$ cat src/rtl/tsg_pkg.sv
// Shared constants and command/status types of the trapezoidal setpoint generator.
package tsg_pkg;

    localparam int FRACTION_BITS = 16;
    localparam int ACC_W         = 31;
    localparam int POS_W         = 32;
    localparam int NUM_W         = 63;
    localparam int DEN_W         = 33;

    localparam logic [1:0] REG_NOM_VEL_LIN = 2'd0;
    localparam logic [1:0] REG_NOM_VEL_ROT = 2'd1;
    localparam logic [1:0] REG_NOM_ACC_LIN = 2'd2;
    localparam logic [1:0] REG_NOM_ACC_ROT = 2'd3;

    localparam logic OP_TICK = 1'b0;
    localparam logic OP_LOAD = 1'b1;

    localparam logic AXIS_LIN = 1'b0;
    localparam logic AXIS_ROT = 1'b1;

    typedef struct packed {
        logic axis_sel;
        logic load_goal;
        logic sq_load;
        logic div_start;
        logic accel_calc;
        logic state_update;
        logic publish;
    } tsg_cmd_t;

    typedef struct packed {
        logic div_busy;
    } tsg_status_t;

endpackage

$ cat src/rtl/tsg_divider.sv
// Restoring unsigned divider, one quotient bit per cycle.
module tsg_divider (
    input  logic                          aclk,
    input  logic                          aresetn,
    input  logic                          start,
    input  logic [tsg_pkg::NUM_W-1:0]     dividend,
    input  logic [tsg_pkg::DEN_W-1:0]     divisor,
    output logic                          busy,
    output logic [tsg_pkg::NUM_W-1:0]     quotient
);

    logic [tsg_pkg::NUM_W-1:0] dq_reg;
    logic [tsg_pkg::DEN_W-1:0] rem_reg;
    logic [tsg_pkg::DEN_W-1:0] den_reg;
    logic [5:0]                cnt_reg;
    logic                      busy_reg;
    logic [tsg_pkg::DEN_W:0]   trial;
    logic [tsg_pkg::DEN_W:0]   diff;
    logic                      qbit;

    // Trial subtract of the shifted remainder
    always_comb begin
        trial = {rem_reg, dq_reg[tsg_pkg::NUM_W-1]};
        diff  = trial - {1'b0, den_reg};
        qbit  = (trial >= {1'b0, den_reg});
    end

    always_ff @(posedge aclk) begin
        if (!aresetn) begin
            busy_reg <= 1'b0;
            cnt_reg  <= '0;
        end else if (start) begin
            busy_reg <= 1'b1;
            cnt_reg  <= 6'(tsg_pkg::NUM_W - 1);
        end else if (busy_reg) begin
            if (cnt_reg == '0) begin
                busy_reg <= 1'b0;
            end
            cnt_reg <= cnt_reg - 6'd1;
        end
    end

    // Shift dividend out and quotient bits in
    always_ff @(posedge aclk) begin
        if (start) begin
            dq_reg  <= dividend;
            rem_reg <= '0;
            den_reg <= divisor;
        end else if (busy_reg) begin
            dq_reg  <= {dq_reg[tsg_pkg::NUM_W-2:0], qbit};
            rem_reg <= qbit ? diff[tsg_pkg::DEN_W-1:0] : trial[tsg_pkg::DEN_W-1:0];
        end
    end

    assign busy     = busy_reg;
    assign quotient = dq_reg;

endmodule

$ cat src/rtl/tsg_datapath.sv
// Axis state, configuration registers, square, dividers and update arithmetic.
module tsg_datapath (
    input  logic                aclk,
    input  logic                aresetn,
    input  tsg_pkg::tsg_cmd_t   cmd,
    output tsg_pkg::tsg_status_t status,
    input  logic                cfg_we,
    input  logic [1:0]          cfg_index,
    input  logic [30:0]         cfg_wdata,
    input  logic [63:0]         in_targets,
    output logic [127:0]        out_data,
    output logic                out_moving
);

    logic signed [31:0] pos_reg  [2];
    logic signed [31:0] vel_reg  [2];
    logic signed [31:0] goal_reg [2];
    logic [30:0]        nvel_reg [2];
    logic [30:0]        nacc_reg [2];
    logic               ml_reg;
    logic               moving_reg;
    logic [63:0]        sq_reg;
    logic signed [63:0] a_reg;
    logic [127:0]       out_reg;
    logic               out_moving_reg;

    logic signed [31:0] p, v, g;
    logic [30:0]        acc, nv;
    logic signed [32:0] diff;
    logic [31:0]        gap_mag;
    logic               snap;
    logic [31:0]        vmag;
    logic [63:0]        num64;
    logic               busy0, busy1;
    logic [62:0]        q_stop, q_brake;
    logic signed [63:0] p64, v64, g64, stop, q64, qb64, acc64, nv64, a_next;
    logic signed [63:0] half, psum, vsum;
    logic signed [31:0] pos_sat, vel_sat;

    localparam logic signed [63:0] MAXV = 64'sd2147483647;
    localparam logic signed [63:0] MINV = -64'sd2147483648;

    // Select the axis in work
    always_comb begin
        p    = pos_reg[cmd.axis_sel];
        v    = vel_reg[cmd.axis_sel];
        g    = goal_reg[cmd.axis_sel];
        acc  = nacc_reg[cmd.axis_sel];
        nv   = nvel_reg[cmd.axis_sel];
        diff = {g[31], g} - {p[31], p};
        gap_mag = diff[32] ? 32'(-diff) : diff[31:0];
        snap = ({1'b0, gap_mag} <= {3'b0, acc[30:1]});
        vmag = v[31] ? 32'(-v) : 32'(v);
        num64 = {sq_reg[63:tsg_pkg::FRACTION_BITS], {tsg_pkg::FRACTION_BITS{1'b0}}};
    end

    tsg_divider u_div_stop (
        .aclk     (aclk),
        .aresetn  (aresetn),
        .start    (cmd.div_start),
        .dividend (num64[62:0]),
        .divisor  ({1'b0, acc, 1'b0}),
        .busy     (busy0),
        .quotient (q_stop)
    );

    tsg_divider u_div_brake (
        .aclk     (aclk),
        .aresetn  (aresetn),
        .start    (cmd.div_start),
        .dividend (num64[62:0]),
        .divisor  ({gap_mag, 1'b0}),
        .busy     (busy1),
        .quotient (q_brake)
    );

    assign status.div_busy = busy0 | busy1;

    // Predict stop point and pick the acceleration
    always_comb begin
        p64   = 64'(p);
        v64   = 64'(v);
        g64   = 64'(g);
        q64   = {1'b0, q_stop};
        qb64  = {1'b0, q_brake};
        acc64 = {33'b0, acc};
        nv64  = {33'b0, nv};
        if (v > 0) begin
            stop = p64 + v64 + q64;
        end else if (v < 0) begin
            stop = p64 + v64 - q64;
        end else begin
            stop = p64 + v64;
        end
        if (p < g) begin
            if (stop > g64) begin
                a_next = -qb64;
            end else if (v64 < nv64) begin
                a_next = (v64 < nv64 - acc64) ? acc64 : (nv64 - v64);
            end else begin
                a_next = '0;
            end
        end else begin
            if (stop < g64) begin
                a_next = qb64;
            end else if (v64 > -nv64) begin
                a_next = (v64 > acc64 - nv64) ? -acc64 : -(nv64 + v64);
            end else begin
                a_next = '0;
            end
        end
    end

    // Advance position and velocity with saturation
    always_comb begin
        half = (a_reg + $signed({63'b0, a_reg[63] & a_reg[0]})) >>> 1;
        psum = p64 + v64 + half;
        vsum = v64 + a_reg;
        if (psum > MAXV) begin
            pos_sat = 32'sh7FFFFFFF;
        end else if (psum < MINV) begin
            pos_sat = 32'sh80000000;
        end else begin
            pos_sat = psum[31:0];
        end
        if (vsum > MAXV) begin
            vel_sat = 32'sh7FFFFFFF;
        end else if (vsum < MINV) begin
            vel_sat = 32'sh80000000;
        end else begin
            vel_sat = vsum[31:0];
        end
    end

    // Control state and configuration
    always_ff @(posedge aclk) begin
        if (!aresetn) begin
            for (int i = 0; i < 2; i++) begin
                pos_reg[i]  <= '0;
                vel_reg[i]  <= '0;
                goal_reg[i] <= '0;
                nvel_reg[i] <= 31'd65536;
                nacc_reg[i] <= 31'd655;
            end
            ml_reg     <= 1'b0;
            moving_reg <= 1'b0;
        end else begin
            if (cfg_we) begin
                unique case (cfg_index)
                    tsg_pkg::REG_NOM_VEL_LIN: nvel_reg[tsg_pkg::AXIS_LIN] <= cfg_wdata;
                    tsg_pkg::REG_NOM_VEL_ROT: nvel_reg[tsg_pkg::AXIS_ROT] <= cfg_wdata;
                    tsg_pkg::REG_NOM_ACC_LIN: nacc_reg[tsg_pkg::AXIS_LIN] <=
                        (cfg_wdata == '0) ? 31'd1 : cfg_wdata;
                    tsg_pkg::REG_NOM_ACC_ROT: nacc_reg[tsg_pkg::AXIS_ROT] <=
                        (cfg_wdata == '0) ? 31'd1 : cfg_wdata;
                    default: ;
                endcase
            end
            if (cmd.load_goal) begin
                goal_reg[tsg_pkg::AXIS_LIN] <= in_targets[31:0];
                goal_reg[tsg_pkg::AXIS_ROT] <= in_targets[63:32];
                moving_reg <= 1'b1;
            end
            if (cmd.state_update) begin
                if (snap) begin
                    pos_reg[cmd.axis_sel] <= g;
                    vel_reg[cmd.axis_sel] <= '0;
                end else begin
                    pos_reg[cmd.axis_sel] <= pos_sat;
                    vel_reg[cmd.axis_sel] <= vel_sat;
                end
                if (cmd.axis_sel == tsg_pkg::AXIS_LIN) begin
                    ml_reg <= !snap;
                end else begin
                    moving_reg <= ml_reg | !snap;
                end
            end
        end
    end

    // Payload registers
    always_ff @(posedge aclk) begin
        if (cmd.sq_load) begin
            sq_reg <= vmag * vmag;
        end
        if (cmd.accel_calc) begin
            a_reg <= a_next;
        end
        if (cmd.publish) begin
            out_reg <= {vel_reg[tsg_pkg::AXIS_ROT], vel_reg[tsg_pkg::AXIS_LIN],
                        pos_reg[tsg_pkg::AXIS_ROT], pos_reg[tsg_pkg::AXIS_LIN]};
            out_moving_reg <= moving_reg;
        end
    end

    assign out_data   = out_reg;
    assign out_moving = out_moving_reg;

endmodule

$ cat src/rtl/tsg_ctrl.sv
// Sequencer for one item: square, divide, accel, update per axis on tick; publish.
module tsg_ctrl (
    input  logic                 aclk,
    input  logic                 aresetn,
    input  logic                 in_valid,
    input  logic                 in_op,
    output logic                 in_ready,
    output logic                 out_valid,
    input  logic                 out_ready,
    input  tsg_pkg::tsg_status_t status,
    output tsg_pkg::tsg_cmd_t    cmd
);

    typedef enum logic [2:0] {
        ST_IDLE, ST_SQUARE, ST_DIV_START, ST_DIV_WAIT, ST_ACCEL, ST_UPDATE, ST_PUBLISH
    } state_t;

    state_t state_reg, state_next;
    logic   axis_reg, axis_next;
    logic   valid_reg, valid_next;
    logic   accept, pub;

    always_comb begin
        accept     = (state_reg == ST_IDLE) && in_valid;
        pub        = (state_reg == ST_PUBLISH) && (!valid_reg || out_ready);
        state_next = state_reg;
        axis_next  = axis_reg;
        valid_next = valid_reg;
        if (valid_reg && out_ready) begin
            valid_next = 1'b0;
        end
        unique case (state_reg)
            ST_IDLE: begin
                if (in_valid) begin
                    axis_next  = tsg_pkg::AXIS_LIN;
                    state_next = (in_op == tsg_pkg::OP_LOAD) ? ST_PUBLISH : ST_SQUARE;
                end
            end
            ST_SQUARE:    state_next = ST_DIV_START;
            ST_DIV_START: state_next = ST_DIV_WAIT;
            ST_DIV_WAIT: begin
                if (!status.div_busy) begin
                    state_next = ST_ACCEL;
                end
            end
            ST_ACCEL:     state_next = ST_UPDATE;
            ST_UPDATE: begin
                if (axis_reg == tsg_pkg::AXIS_LIN) begin
                    axis_next  = tsg_pkg::AXIS_ROT;
                    state_next = ST_SQUARE;
                end else begin
                    state_next = ST_PUBLISH;
                end
            end
            ST_PUBLISH: begin
                if (pub) begin
                    valid_next = 1'b1;
                    state_next = ST_IDLE;
                end
            end
            default: state_next = ST_IDLE;
        endcase
    end

    always_ff @(posedge aclk) begin
        if (!aresetn) begin
            state_reg <= ST_IDLE;
            axis_reg  <= tsg_pkg::AXIS_LIN;
            valid_reg <= 1'b0;
        end else begin
            state_reg <= state_next;
            axis_reg  <= axis_next;
            valid_reg <= valid_next;
        end
    end

    // Decode commands for the datapath
    always_comb begin
        cmd.axis_sel     = axis_reg;
        cmd.load_goal    = accept && (in_op == tsg_pkg::OP_LOAD);
        cmd.sq_load      = (state_reg == ST_SQUARE);
        cmd.div_start    = (state_reg == ST_DIV_START);
        cmd.accel_calc   = (state_reg == ST_ACCEL);
        cmd.state_update = (state_reg == ST_UPDATE);
        cmd.publish      = pub;
    end

    assign in_ready  = (state_reg == ST_IDLE);
    assign out_valid = valid_reg;

endmodule

$ cat src/rtl/trapezoidal_setpoint_generator.sv
// Sequence: a load beat goes straight to publish; a tick beat runs per axis square,
//   divider start, divider run, acceleration and update, then publish.
// Flow: one beat at a time; a new beat is taken while a finished result still waits
//   in the output register.
// Reset (aresetn low, synchronous): positions, velocities, goals zero, standing,
//   registers at their defaults.
module trapezoidal_setpoint_generator (
    input  logic         aclk,
    input  logic         aresetn,
    input  logic         s_tvalid,
    output logic         s_tready,
    input  logic [63:0]  s_tdata,   // target_lin [31:0], target_rot [63:32]
    input  logic         s_tuser,   // operation
    output logic         m_tvalid,
    input  logic         m_tready,
    output logic [127:0] m_tdata,   // pos_lin, pos_rot, vel_lin, vel_rot (32 bits each)
    output logic         m_tuser,   // status_moving
    input  logic         cfg_we,
    input  logic [1:0]   cfg_index,
    input  logic [30:0]  cfg_wdata
);

    tsg_pkg::tsg_cmd_t    cmd;
    tsg_pkg::tsg_status_t status;

    tsg_ctrl u_ctrl (
        .aclk      (aclk),
        .aresetn   (aresetn),
        .in_valid  (s_tvalid),
        .in_op     (s_tuser),
        .in_ready  (s_tready),
        .out_valid (m_tvalid),
        .out_ready (m_tready),
        .status    (status),
        .cmd       (cmd)
    );

    tsg_datapath u_datapath (
        .aclk       (aclk),
        .aresetn    (aresetn),
        .cmd        (cmd),
        .status     (status),
        .cfg_we     (cfg_we),
        .cfg_index  (cfg_index),
        .cfg_wdata  (cfg_wdata),
        .in_targets (s_tdata),
        .out_data   (m_tdata),
        .out_moving (m_tuser)
    );

endmodule
$ cat config.mk
export PLATFORM = sky130hd
export DESIGN_NAME = trapezoidal_setpoint_generator
export DESIGN_NICKNAME = d
export VERILOG_FILES = /design/src/rtl/tsg_pkg.sv /design/src/rtl/tsg_divider.sv /design/src/rtl/tsg_datapath.sv /design/src/rtl/tsg_ctrl.sv /design/src/rtl/trapezoidal_setpoint_generator.sv
export SDC_FILE = /design/constraint.sdc
export NUM_CORES = 2
export LEC_CHECK = 0
export ABC_AREA = 0
export BUFFER_PORTS_ARGS = -buffer_cell sky130_fd_sc_hd__buf_2
export CELL_PAD_IN_SITES_DETAIL_PLACEMENT = 2
export CELL_PAD_IN_SITES_GLOBAL_PLACEMENT = 2
export CORE_AREA = 2 2 509 511
export CTS_CLUSTER_DIAMETER = 100
export DETAILED_ROUTE_END_ITERATION = 16
export DIE_AREA = 0 0 511 513
export GPL_TIMING_DRIVEN = 0
export PLACE_DENSITY_LB_ADDON = 0.1
export SYNTH_ARGS = -nofsm -noshare
export SYNTH_HDL_FRONTEND = slang
export SYNTH_HIERARCHICAL = 1
export SYNTH_SLANG_ARGS = --single-unit
$ cat constraint.sdc
create_clock -name aclk -period 18.3 [get_ports aclk]
set_input_delay 2.745 -clock aclk [delete_from_list [all_inputs] [get_ports aclk]]
set_output_delay 2.745 -clock aclk [all_outputs]
set_load 0.01 [all_outputs]
# [Word level (Yosys, flattened, before mapping)]
# Memory sizes are Yosys's and may differ from the RTL's. A register that Yosys moved wholly into a read port is not among the register bits.
# Index checks and enable logic that the tools add are counted.
[classes] n_lt_le_gt_ge=16 n_eq_ne=12 mul=1 bitwise=13 reduce_logical=21 mux=98 addsub=21
[op_table] op="$mux W64" count=9
[op_table] op="$mux W32" count=12
[op_table] op="$mux W63" count=4
[op_table] op="$mux W31" count=5
[op_table] op="$gt A64 B32 Y1 const B" count=2
[op_table] op="$lt A64 B32 Y1 const B" count=2
[op_table] op="$neg A31 Y64" count=2
[op_table] op="$lt A32 B32 Y1" count=3
[op_table] op="$add A32 B32 Y33" count=2
[op_table] op="$mux W33" count=2
[op_table] op="$sub A32 B32 Y33" count=2
[op_table] op="$add A32 B64 Y64" count=1
[op_table] op="$add A33 B63 Y64" count=1
[op_table] op="$add A33 B64 Y64" count=1
[op_table] op="$add A64 B2 Y64" count=1
[op_table] op="$gt A32 B64 Y1" count=1
[op_table] op="$gt A64 B32 Y1" count=1
[op_table] op="$lt A64 B32 Y1" count=1
[op_table] op="$neg A32 Y32" count=2
[op_table] op="$neg A63 Y64" count=1
[op_table] op="$neg A64 Y64" count=1
[op_table] op="$reduce_or A32 Y1" count=2
[op_table] op="$sub A31 B31 Y32" count=2
[op_table] op="$sub A33 B64 Y64" count=1
[op_table] op="36 further kinds" count=121
[word_totals] register_bits=404 out_inout_bits=131 wordCells=209 ramBits=316 memories=5
[mem_list] name="u_datapath.goal_reg" words=2 width=32 rd=1 rd_clocked_by_memory_dff=1 wr=2 line_no="tsg_datapath.sv:17" rtl="logic signed [31:0] goal_reg [2];"
[mem_list] name="u_datapath.pos_reg" words=2 width=32 rd=3 rd_clocked_by_memory_dff=3 wr=2 line_no="tsg_datapath.sv:15" rtl="logic signed [31:0] pos_reg [2];"
[mem_list] name="u_datapath.vel_reg" words=2 width=32 rd=3 rd_clocked_by_memory_dff=3 wr=2 line_no="tsg_datapath.sv:16" rtl="logic signed [31:0] vel_reg [2];"
[mem_list] name="u_datapath.nacc_reg" words=2 width=31 rd=1 rd_clocked_by_memory_dff=1 wr=2 line_no="tsg_datapath.sv:19" rtl="logic [30:0] nacc_reg [2];"
[mem_list] name="u_datapath.nvel_reg" words=2 width=31 rd=1 rd_clocked_by_memory_dff=1 wr=2 line_no="tsg_datapath.sv:18" rtl="logic [30:0] nvel_reg [2];"

# [Longest topological paths before layout]
[logic_depth] depth_word=11 ltp_mapped=63

# [Cells and area by module]
# The synthesis kept the hierarchy.
[modules_own_cells] mod="tsg_datapath" area_per_inst_um2=86832.0 cells_per_inst=9953 seq_area_each_um2=16736.1 instances=1
[modules_own_cells] mod="tsg_divider" area_per_inst_um2=7433.4 cells_per_inst=671 seq_area_each_um2=3683.5 instances=2
[modules_own_cells] mod="tsg_ctrl" area_per_inst_um2=385.4 cells_per_inst=47 seq_area_each_um2=100.1 instances=1

# [Least setup slack after synthesis]
# OpenSTA, ideal clock, no wires.
[synth_timing] path_kind="register to register" startpoint="reg u_ctrl/axis_reg (netlist name)" endpoint="reg u_datapath.a_reg[49], data pin" required_ps=18148 arrival_time_ps=15400 path_stages_with_launch=59 path_buffers=17 setup_slack_ps=2747 cell_sequence="dfxtp_1 -> buf_4 -> buf_2 -> buf_4 -> buf_4 -> buf_2 -> buf_4 -> buf_4 -> buf_4 -> buf_2 -> buf_2 -> buf_2 -> buf_1 -> buf_2 -> mux2i_1 -> inv_1 -> ha_1 -> nor2b_1 -> (+23 left out) -> xnor2_1 -> ha_1 -> nand2_1 -> or3_1 -> nor3_1 -> nand2_1 -> nor4_1 -> inv_1 -> o311ai_1 -> nor4_1 -> xnor2_1 -> a21oi_1 -> o41ai_2 -> and2_1 -> clkbuf_1 -> buf_2 -> a31oi_1 -> o21ai_0"
[synth_lines] item="to (signal assigned)" line_no="tsg_datapath.sv:187" rtl="a_reg <= a_next;"
[synth_lines] item="to (decl)" line_no="tsg_datapath.sv:23" rtl="logic signed [63:0] a_reg;"

==> run_results.csv <==
group,metric,value,unit
worst_setup_path,reg2reg_slack,0.13,ns
global_route,gr-usage-all-layers,0.3968,
cts,clock_latency,0.82,ns
drt,drt-wirelength-per-cell,34.66,um
floorplanning,die_x,511,um
floorplanning,rows,186,
global_route,overflow,0,
synthesis,synth_top_area_frac,0.2200,
synthesis,async_flop_share,0,
worst_setup_path,worstPathBufferInverterCount,18,
cts,cts_tree,"built",
synthesis,synth.largest_area_cell,"edfxtp_1",
synthesis,ys_seq_elements,835,
synthesis,ys.warnings.count,6,
hold_path,whs_path_depth,0,
drt,postRouteAntennaNets,0,
hold_path,worstHoldStart,"u_datapath/pos_reg[1][2]$_SDFFCE_PN0P_",
global_route,antenna_found_initial,43,
sta,period_share,0.9930,
sta,rsz0062_at_grt,"false",
worst_setup_path,start_kind,"register",
sta,hold_viol_final,0,
worst_setup_path,slowest_stage,"clkbuf_1",
worst_setup_path,crit_fanout,19,
sta,worstMarginPinSlew,1.639,ns
finish,largest_reg_flops,128,
status,violations,"max-capacitance violations, max-slew violations",
synthesis,synthDistinctLibCells,121,
placed_design,gp_congestion,1.003,
hold_path,min_to,"u_datapath/out_data[34]$_DFFE_PP_",
synthesis,synthesis.area,102100,um2
drt,viasPerCell,6.155,
cts,cts.clk_slew.worst_paths,0.06,ns
drt,drt_first_pass_iters,10,
finish,fin_area,113000,um2
cts,cts_made_buffers,99,
worst_setup_path,cp.arrival,18.70,ns
finish,drive_above_1_share,0.08352,
worst_setup_path,rr_worst_depth,48,
synthesis,synth_edf_count,748,
sta,drv_slew,28,
floorplanning,ios,234,
drt,dr_total_vias,94189,
worst_setup_path,endpoint_kind,"register",
sta,maxSlewHeadroom,-0.1240,
finish,post-route-util,0.4411,
floorplanning,core,256200,um2
worst_setup_path,r2r-start,"u_ctrl/axis_reg$_SDFFE_PN0P_",
placed_design,place_area,109200,um2
sta,timing.fmax,55.03,MHz
floorplanning,initial_core_util,0.3984,
flow_run,drv_cap,9,
synthesis,seq_area_frac_synth,0.2371,
floorplanning,die_h,513,um
synthesis,avgSynthCellArea,9.001,um2
finish,nets,13766,
drt,drc_errors,0,
global_route,grt_start_max_net_pins,69,
floorplanning,fp.dieArea,262100,um2
placed_design,dpl.hpwl,440600,um
status,status,"finished, violations left",
sta,fin_crit,18.17,ns
placed_design,place.port_buffers,233,
worst_setup_path,cp_common_cell,"fa_1",
worst_setup_path,rr_endpoint,"u_datapath/sq_reg[62]$_DFFE_PP_",
cts,holdBufCountCts,0,
synthesis,yosys_most_used_dff,"edfxtp_1",
worst_setup_path,path_class,"register to register",
synthesis,netlist_instances,11342,
worst_setup_path,slowest_delay,0.77,ns
finish,fill_cells,28048,
global_route,grt_pass1_vias,102582,
cts,clk_path_buf_depth,3,
sta,setup_tns,0,ns
sta,skew,0.07341,ns
cts,htree_levels,3,
drt,routed_wl,530400,um
sta,setup_violations,0,
cts,clkSinkCount,835,
finish,areaGrowthSynthToFinish,10.71,%
drt,dr.first_iter.drc_count,7397,
synthesis,netlist_top_cells_area,"edfxtp_1 22%, fa_1 16%, ha_1 13%",
worst_setup_path,cpLargestDelayFamily,"buffers and inverters",
hold_path,holdCritPathClass,"register to register",
cts,root_buffer,"clkbuf_16",
global_route,grt_first_pass_wirelength,753100,um
worst_setup_path,critPathRequiredTime,18.83,ns
[cell usage after synthesis, types with 28 or more instances]
library cell and n:
and2_1 101, nand2_1 818, nand2b_1 118, and3_1 125
a31oi_1 84, or3_1 73, o22ai_1 35, buf_2 67
o21a_1 105, o21ai_1 81, nor2_1 944, a221oi_1 77
nor2b_1 91, a21o_1 283, o21bai_1 112, o31ai_1 57
a211oi_1 80, mux2_2 167, nor4_1 99, dfxtp_1 87
nand3_1 245, nor3b_1 28, o21ai_0 453, o211ai_1 56
nor3_1 204, mux2i_1 170, ha_1 1041, clkbuf_1 367
xor2_1 183, fa_1 816, a21oi_1 755, nand4_1 159
xnor2_1 422, inv_1 1503, edfxtp_1 748
[cells in the final DEF, fill, tap and decap left out, drive strengths merged, types with 415 or more instances in the layout]
| master | count |
|---|---|
| a21oi | 758 |
| buf | 415 |
| clkbuf | 490 |
| edfxtp | 748 |
| fa | 816 |
| ha | 1041 |
| inv | 1514 |
| nand2 | 823 |
| nor2 | 945 |
| o21ai | 536 |
| xnor2 | 422 |
[worst max path at each step]
stage | start | to | slack [ns] | cells past startpoint
after floorplan | u_ctrl/axis_reg$_SDFFE_PN0P_ | u_datapath/a_reg[49]$_DFFE_PP_ | 2.75 | 58
after global routing | u_ctrl/axis_reg$_SDFFE_PN0P_ | u_datapath/a_reg[50]$_DFFE_PP_ | 0.03 | 59
final | u_ctrl/axis_reg$_SDFFE_PN0P_ | u_datapath/sq_reg[62]$_DFFE_PP_ | 0.13 | 48
after detailed placement | u_ctrl/axis_reg$_SDFFE_PN0P_ | u_datapath/a_reg[49]$_DFFE_PP_ | -5.62 | 62
after CTS | u_ctrl/axis_reg$_SDFFE_PN0P_ | u_datapath/a_reg[61]$_DFFE_PP_ | 0.08 | 62
after global placement | u_ctrl/axis_reg$_SDFFE_PN0P_ | u_datapath/a_reg[49]$_DFFE_PP_ | -11.36 | 47
[routing by layer]
| metal | vias up | share of wire | GRT usage |
|---|---|---|---|
| met5 | - | 0.00030 | 0 |
| met1 | 48958 | 0.38 | 0.4592 |
| met4 | 24 | 0.086 | 0.2939 |
| met2 | 3581 | 0.47 | 0.6632 |
| met3 | 1284 | 0.063 | 0.06420 |
| li1 | 40342 | - | - |
[through the flow]
| stage | setup slack, ns | instances | hold WS, ns |
|---|---|---|---|
| 2_1_floorplan | 2.747 | 11400 | 0.4093 |
| 3_3_place_gp | -11.36 | 15017 | 0.4362 |
| 3_5_place_dp | -5.623 | 15088 | 0.4465 |
| 4_1_cts | 0.08345 | 15276 | 0.4370 |
| 5_1_grt | 0.03283 | 15284 | 0.4609 |
| 6_report | 0.1285 | 15302 | 0.4417 |
[timing repair]
item / CTS / global route
gates cloned: 0 / 0
buffers inserted: 7 / 0
pin swaps: 4 / 0
setup endpoints to repair: 97 / 66
resized for setup: 71 / 16
[cells by family after synthesis]
family | after synthesis | synth area share
AOI/OAI and AO/OA | 2553 | 0.1641
xor gates and xnor gates | 606 | 0.05207
adders and majority gates | 1857 | 0.2876
buffers and inverters | 1994 | 0.07554
DFF | 835 | 0.2371
muxes | 337 | 0.03509
other | 2 | 0.00007357
and+or+nand+nor | 3158 | 0.1485
[worst reg2reg max path: cells and delay by family, from the launching register on]
family / cells / cell delay (ns)
buf+inv: 18 / 5.58
fa+ha+maj: 10 / 4.84
compound gates: 12 / 4.74
simple gates: 6 / 2.01
xor+xnor: 2 / 0.43
flops: 1 / 0.36
[layout make-up]
cell class | count | area [um2] | share of cell area
Tap cell | 3384 | 4234 | 0.03746
Antenna cell | 28 | 70.07 | 0.0006200
Multi-Input combinational cell | 8571 | 71070 | 0.6288
Buffer | 474 | 2076 | 0.01837
Timing Repair Buffer | 311 | 2298 | 0.02034
Clock inverter | 65 | 814.5 | 0.007207
Clock buffer | 120 | 2566 | 0.02271
Inverter | 1514 | 5688 | 0.05033
Sequential cell | 835 | 24200 | 0.2142
Power is left out: the tool's default activity adds up to more than one toggle a clock period on the data nets, which glitch-free logic cannot reach.
